### src/hdl/windowed_dct_8x8_assert.svh
// Assertion macros for the windowed 8x8 DCT block
`ifndef WINDOWED_DCT_8X8_ASSERT_SVH
`define WINDOWED_DCT_8X8_ASSERT_SVH
// implication checked on every clock edge outside reset
`define WDCT_ASSERT_IMP(lbl, clk, rst_n, ante, cons) \
  lbl: assert property (@(posedge clk) disable iff (!rst_n) (ante) |-> (cons)) \
    else $error("%s failed", "lbl");
// next-cycle implication
`define WDCT_ASSERT_NXT(lbl, clk, rst_n, ante, cons) \
  lbl: assert property (@(posedge clk) disable iff (!rst_n) (ante) |=> (cons)) \
    else $error("%s failed", "lbl");
`endif

### src/hdl/wdct_pkg.sv
// Package: types, constants and tables of the windowed 8x8 DCT
package wdct_pkg;
  localparam int SampleBits = 12;
  localparam int ConstFracBits = 14;
  localparam int CoefBits = 24;
  localparam int AccBits = 40;
  localparam int MulBits = 20;
  // multiplier data operand: column-pass values stay below 2^27 in magnitude
  localparam int MulABits = 28;
  localparam int ProdBits = MulABits + MulBits;

  typedef logic signed [AccBits-1:0] acc_t;

  // constant select codes
  typedef enum logic [1:0] {
    K_C707, K_C383, K_C541, K_C1307
  } kconst_e;

  typedef enum logic [2:0] {
    ST_LOAD, ST_READ, ST_LANE, ST_CALC, ST_WRITE, ST_EMIT
  } state_e;

  // butterfly micro-op: dst = a op b, or dst = round(a*k)
  typedef enum logic [1:0] {
    OP_ADD, OP_SUB, OP_MUL
  } op_e;

  typedef struct packed {
    op_e     op;
    logic [4:0] dst;
    logic [4:0] sa;
    logic [4:0] sb;
    kconst_e kc;
  } uop_t;

  localparam int NumUops = 30;

  function automatic logic signed [MulBits-1:0] kconst(kconst_e k);
    logic signed [MulBits-1:0] r;
    case (k)
      K_C707:  r = MulBits'(11585);
      K_C383:  r = MulBits'(6270);
      K_C541:  r = MulBits'(8867);
      K_C1307: r = MulBits'(21407);
      default: r = '0;
    endcase
    return r;
  endfunction

  // window quadrant in Q2.14
  function automatic logic signed [MulBits-1:0] window_q(logic [2:0] v, logic [2:0] u);
    logic [1:0] fv, fu;
    logic signed [MulBits-1:0] r;
    fv = v[2] ? ~v[1:0] : v[1:0];
    fu = u[2] ? ~u[1:0] : u[1:0];
    case ({fv, fu})
      4'h0: r = MulBits'(3814);  4'h1: r = MulBits'(7168);
      4'h2: r = MulBits'(9657);  4'h3: r = MulBits'(10981);
      4'h4: r = MulBits'(7168);  4'h5: r = MulBits'(13471);
      4'h6: r = MulBits'(18149); 4'h7: r = MulBits'(20637);
      4'h8: r = MulBits'(9657);  4'h9: r = MulBits'(18149);
      4'hA: r = MulBits'(24451); 4'hB: r = MulBits'(27805);
      4'hC: r = MulBits'(10981); 4'hD: r = MulBits'(20637);
      4'hE: r = MulBits'(27805); default: r = MulBits'(31618);
    endcase
    return r;
  endfunction

  // registers: 0..7 data, 8.. temporaries, outputs kept in 0..7 as o[k]
  // s0=8 s1=9 s2=10 s3=11 e7=12 e6=13 e5=14 e4=15 a=16 b=17 c=18 e=19
  // t=20 z1=21 p=22 q=23 r=24 z5=25 z2=26 z4=27 z3=28 z11=29 z13=30
  function automatic uop_t uop(logic [4:0] i);
    uop_t u;
    u = '{OP_ADD, 5'd0, 5'd0, 5'd0, K_C707};
    case (i)
      5'd0:  u = '{OP_ADD, 5'd8,  5'd0, 5'd7, K_C707};
      5'd1:  u = '{OP_ADD, 5'd9,  5'd1, 5'd6, K_C707};
      5'd2:  u = '{OP_ADD, 5'd10, 5'd2, 5'd5, K_C707};
      5'd3:  u = '{OP_ADD, 5'd11, 5'd3, 5'd4, K_C707};
      5'd4:  u = '{OP_SUB, 5'd12, 5'd0, 5'd7, K_C707};
      5'd5:  u = '{OP_SUB, 5'd13, 5'd1, 5'd6, K_C707};
      5'd6:  u = '{OP_SUB, 5'd14, 5'd2, 5'd5, K_C707};
      5'd7:  u = '{OP_SUB, 5'd15, 5'd3, 5'd4, K_C707};
      5'd8:  u = '{OP_ADD, 5'd16, 5'd8, 5'd11, K_C707};
      5'd9:  u = '{OP_SUB, 5'd17, 5'd8, 5'd11, K_C707};
      5'd10: u = '{OP_ADD, 5'd18, 5'd9, 5'd10, K_C707};
      5'd11: u = '{OP_SUB, 5'd19, 5'd9, 5'd10, K_C707};
      5'd12: u = '{OP_ADD, 5'd0,  5'd16, 5'd18, K_C707};
      5'd13: u = '{OP_SUB, 5'd4,  5'd16, 5'd18, K_C707};
      5'd14: u = '{OP_ADD, 5'd20, 5'd19, 5'd17, K_C707};
      5'd15: u = '{OP_MUL, 5'd21, 5'd20, 5'd0, K_C707};
      5'd16: u = '{OP_ADD, 5'd2,  5'd17, 5'd21, K_C707};
      5'd17: u = '{OP_SUB, 5'd6,  5'd17, 5'd21, K_C707};
      5'd18: u = '{OP_ADD, 5'd22, 5'd15, 5'd14, K_C707};
      5'd19: u = '{OP_ADD, 5'd23, 5'd14, 5'd13, K_C707};
      5'd20: u = '{OP_ADD, 5'd24, 5'd13, 5'd12, K_C707};
      5'd21: u = '{OP_SUB, 5'd20, 5'd22, 5'd24, K_C707};
      5'd22: u = '{OP_MUL, 5'd25, 5'd20, 5'd0, K_C383};
      5'd23: u = '{OP_MUL, 5'd26, 5'd22, 5'd0, K_C541};
      5'd24: u = '{OP_ADD, 5'd26, 5'd26, 5'd25, K_C707};
      5'd25: u = '{OP_MUL, 5'd27, 5'd24, 5'd0, K_C1307};
      5'd26: u = '{OP_ADD, 5'd27, 5'd27, 5'd25, K_C707};
      5'd27: u = '{OP_MUL, 5'd28, 5'd23, 5'd0, K_C707};
      5'd28: u = '{OP_ADD, 5'd29, 5'd12, 5'd28, K_C707};
      default: u = '{OP_SUB, 5'd30, 5'd12, 5'd28, K_C707};
    endcase
    return u;
  endfunction

  // final four outputs done in the lane (finish) phase: o5,o3,o1,o7
  function automatic uop_t fin(logic [1:0] i);
    uop_t u;
    case (i)
      2'd0: u = '{OP_ADD, 5'd5, 5'd30, 5'd26, K_C707};
      2'd1: u = '{OP_SUB, 5'd3, 5'd30, 5'd26, K_C707};
      2'd2: u = '{OP_ADD, 5'd1, 5'd29, 5'd27, K_C707};
      default: u = '{OP_SUB, 5'd7, 5'd29, 5'd27, K_C707};
    endcase
    return u;
  endfunction

  function automatic logic signed [CoefBits-1:0] sat(acc_t v);
    logic signed [CoefBits-1:0] r;
    if (v > acc_t'(8388607)) r = CoefBits'(8388607);
    else if (v < -acc_t'(8388608)) r = CoefBits'(-8388608);
    else r = v[CoefBits-1:0];
    return r;
  endfunction
endpackage

### src/hdl/wdct_alu.sv
// Shared add/sub/multiply-round unit of the butterfly
module wdct_alu (
  input  wdct_pkg::op_e  op_i,
  input  wdct_pkg::acc_t a_i,
  input  wdct_pkg::acc_t b_i,
  input  logic signed [wdct_pkg::MulBits-1:0] k_i,
  output wdct_pkg::acc_t y_o
);
  logic signed [wdct_pkg::MulABits-1:0] a_mul;
  logic signed [wdct_pkg::ProdBits-1:0] prod;
  logic signed [wdct_pkg::ProdBits-1:0] rnd;
  // operands of multiply fit in 28 bits x 20 bits
  assign a_mul = a_i[wdct_pkg::MulABits-1:0];
  assign prod = wdct_pkg::ProdBits'(a_mul) * wdct_pkg::ProdBits'(k_i);
  assign rnd  = prod + wdct_pkg::ProdBits'(1 << (wdct_pkg::ConstFracBits - 1));
  always_comb begin
    case (op_i)
      wdct_pkg::OP_ADD: y_o = a_i + b_i;
      wdct_pkg::OP_SUB: y_o = a_i - b_i;
      wdct_pkg::OP_MUL: y_o = wdct_pkg::AccBits'(rnd >>> wdct_pkg::ConstFracBits);
      default: y_o = '0;
    endcase
  end
endmodule

### config.mk
export PLATFORM = sky130hd
export DESIGN_NAME = wdct_alu
export DESIGN_NICKNAME = d
export VERILOG_FILES = /design/src/hdl/windowed_dct_8x8_assert.svh /design/src/hdl/wdct_pkg.sv /design/src/hdl/wdct_alu.sv
export SDC_FILE = /design/constraint.sdc
export NUM_CORES = 2
export LEC_CHECK = 0
export ABC_AREA = 1
export BUFFER_PORTS_ARGS = -buffer_cell sky130_fd_sc_hd__clkbuf_2
export CAP_MARGIN = 40
export CORE_ASPECT_RATIO = 1.25
export CORE_MARGIN = 3
export CORE_UTILIZATION = 68
export DETAILED_ROUTE_END_ITERATION = 6
export PLACE_DENSITY = 0.87
export SYNTH_ARGS = -nofsm -noshare
export SYNTH_HDL_FRONTEND = slang
export SYNTH_SLANG_ARGS = --single-unit
### constraint.sdc
create_clock -name vclk -period 14
set_input_delay 0.7 -clock vclk [all_inputs]
set_output_delay 0.7 -clock vclk [all_outputs]
set_load 0.01 [all_outputs]
==> summary.md <==
| Metric | Value |
|---|---|
| Status | finished clean |
| Worst EP required | around 13 ns |
| Min cycle time layout | about 8.5 ns |
| GR Util All Layers | around 39% |
| Chip width | 181 µm |
| Post-synthesis sequential area ratio | 0% |
| Worst-path fanout max | 28 |
| Seq_cells | 0 |
| Max-slew headroom | between 30% and 40% |
| Fin. max-slew vios | 0 |
| Non-Filler Instances | 4,271 |
| Cell variety after synth | 46 |
| Hold buffers post-CTS | 0 |
| Core Footprint | between 0.03 and 0.04 mm² |
| Max Freq | between 100 and 150 MHz |
| Commonest cells after routing, fill and taps aside | inv_1, nand2_1, fa_1, nor2_1, ha_1 |
| Number of global-route vias before repair | about 25,000 |
| Final Wtd Congestion | 1.08 |
| Row cnt | 79 |
| Yosys warnings | 0 |
| Worst path top cell family by delay | adder cells |
| Syn avg cell area | 6.89 µm² |
| Initial Util | 69.1% |
| Die Footprint | roughly 0.040 mm² |
| Critical Path Start Type | input pin |
| WL per Instance | 18.1 µm |
| Final ANT Viol Nets | 0 |
| Post-CTS sizing | 0 |
| Die H | ~220 µm |
| Post-CTS Setup Inserts | 0 |
| Share of layout cells above drive strength 1 | 5.13% |
| Clock buffers | 0 |
| First-pass GRT wire length | between 100 and 150 mm |
| Sequential Area | 0 µm² |
| Min-delay worst type | input pin to primary output |
| Max stage delay cell, worst path | fa_1 |
| HPWL Detailed | 66.0 mm |
| Net count, final | 4,613 |
| Area Growth Syn to Fin | 3.41% |
| Largest net degree at the start of global routing | 32 |
| Tightest Pin Transition | around 0.9 ns |
| DRT Pass-1 Iters | 5 |
| Syn nets | 4,588 |
| GR Overflow Total | 0 |
| Dpl ws | approximately 5.5 ns |
| Nature of the critical path endpoint | primary output |
| Commonest non-fill, non-tap cell in the layout | inv_1 |
| Final hold slack | 1.87 ns |
| Worst Path Arrival | 7.83 ns |
| Period Utilization, post-route | 60.9% |
| Placed Cells | 4,271 |
| Number of buffers added on ports | 142 |
| Drc violations | 0 |
| CP Class | input pin to primary output |
| Total I/O pin count | 142 |
| Iter 0 DRT Violations | 1,766 |
| Final Hold Vio Count | 0 |
| N_diodes | 0 |
| Post-route setup TNS | 0 ns |
| Post-route setup slack | between 5 and 6 ns |
| CP bufs+invs | 9 |
| Cells after Synth | 3,762 |
| RSZ-0062 raised after global routing | no |
| Via density | 5.54 |
| # setup viols final | 0 |
| Initial antenna violation count | 0 |
| Mapped Area | 0.0259 mm² |
| Via Count | 23,700 |
| Max incr delay on CP | 0.73 ns |
| Detailed-route wire length | 77.1 mm |
| Max cap viols | 0 |
[layout make-up]
class | count | area (µm²)
multi-input cells | 2530 | 21300
inverters | 1107 | 4160
fillers | 3128 | 10700
well taps | 486 | 608
repair buffers | 148 | 768
[through the flow]
step	utilization, %	instance area (µm²)
4_1_cts	71.5	26800
6_report	71.5	26800
5_1_grt	71.5	26800
3_5_place_dp	71.5	26800
3_3_place_gp	71.5	26800
2_1_floorplan	-	25900
[logic make-up after synthesis]
kind of cell | share of synthesized area [%]
AND/OR/NAND/NOR | 23.4
buffers and inverters | 18.0
AO/OA/AOI/OAI | 5.44
XOR/XNOR | 1.79
adder cells (fa/ha/maj) | 51.3
[cell usage after synthesis, drive strengths merged, types with 4 or more instances]
| cell type | number | area [µm²] |
|---|---|---|
| nand3 | 123 | 636 |
| nor3 | 14 | 70.1 |
| buf | 39 | 176 |
| o21a | 4 | 30.0 |
| xnor2 | 17 | 149 |
| nor2 | 251 | 962 |
| clkbuf | 86 | 323 |
| nand3b | 12 | 90.1 |
| nor4 | 8 | 56.3 |
| nand4 | 28 | 175 |
| o21bai | 13 | 97.6 |
| o21ai | 105 | 533 |
| inv | 1106 | 4150 |
| xor2 | 36 | 315 |
| or2 | 11 | 68.8 |
| ha | 159 | 1990 |
| a21o | 4 | 30.0 |
| a21oi | 119 | 629 |
| fa | 565 | 11300 |
| nand2 | 1042 | 3980 |
| o22ai | 4 | 25.0 |
[path summary, 6_finish.rpt]
kind	cells after the start	to	slack (ns)	startpoint
worst max-delay path	26	y_o[25]	5.47	k_i[3]
worst min-delay path	4	y_o[0]	1.87	b_i[0]
[routing by layer]
layer | vias up | wire length [µm] | share of wire (%) | track usage [%]
met1 | 11500 | 27500 | 36 | 45.6
met5 | - | 0 | 0 | 0
met3 | 296 | 5170 | 6.7 | 3.91
met4 | 0 | 4980 | 6.5 | 20.3
li1 | 10800 | - | - | -
met2 | 1089 | 39500 | 51 | 70.5
[tightest hold or removal path, cell delays in order]
cell	delay, ns
clkbuf_2	0.13
ha_1	0.12
o21ai_0	0.08
clkbuf_2	0.14
Power is left out: the tool's default activity adds up to more than one toggle a clock period on the data nets, which glitch-free logic cannot reach.
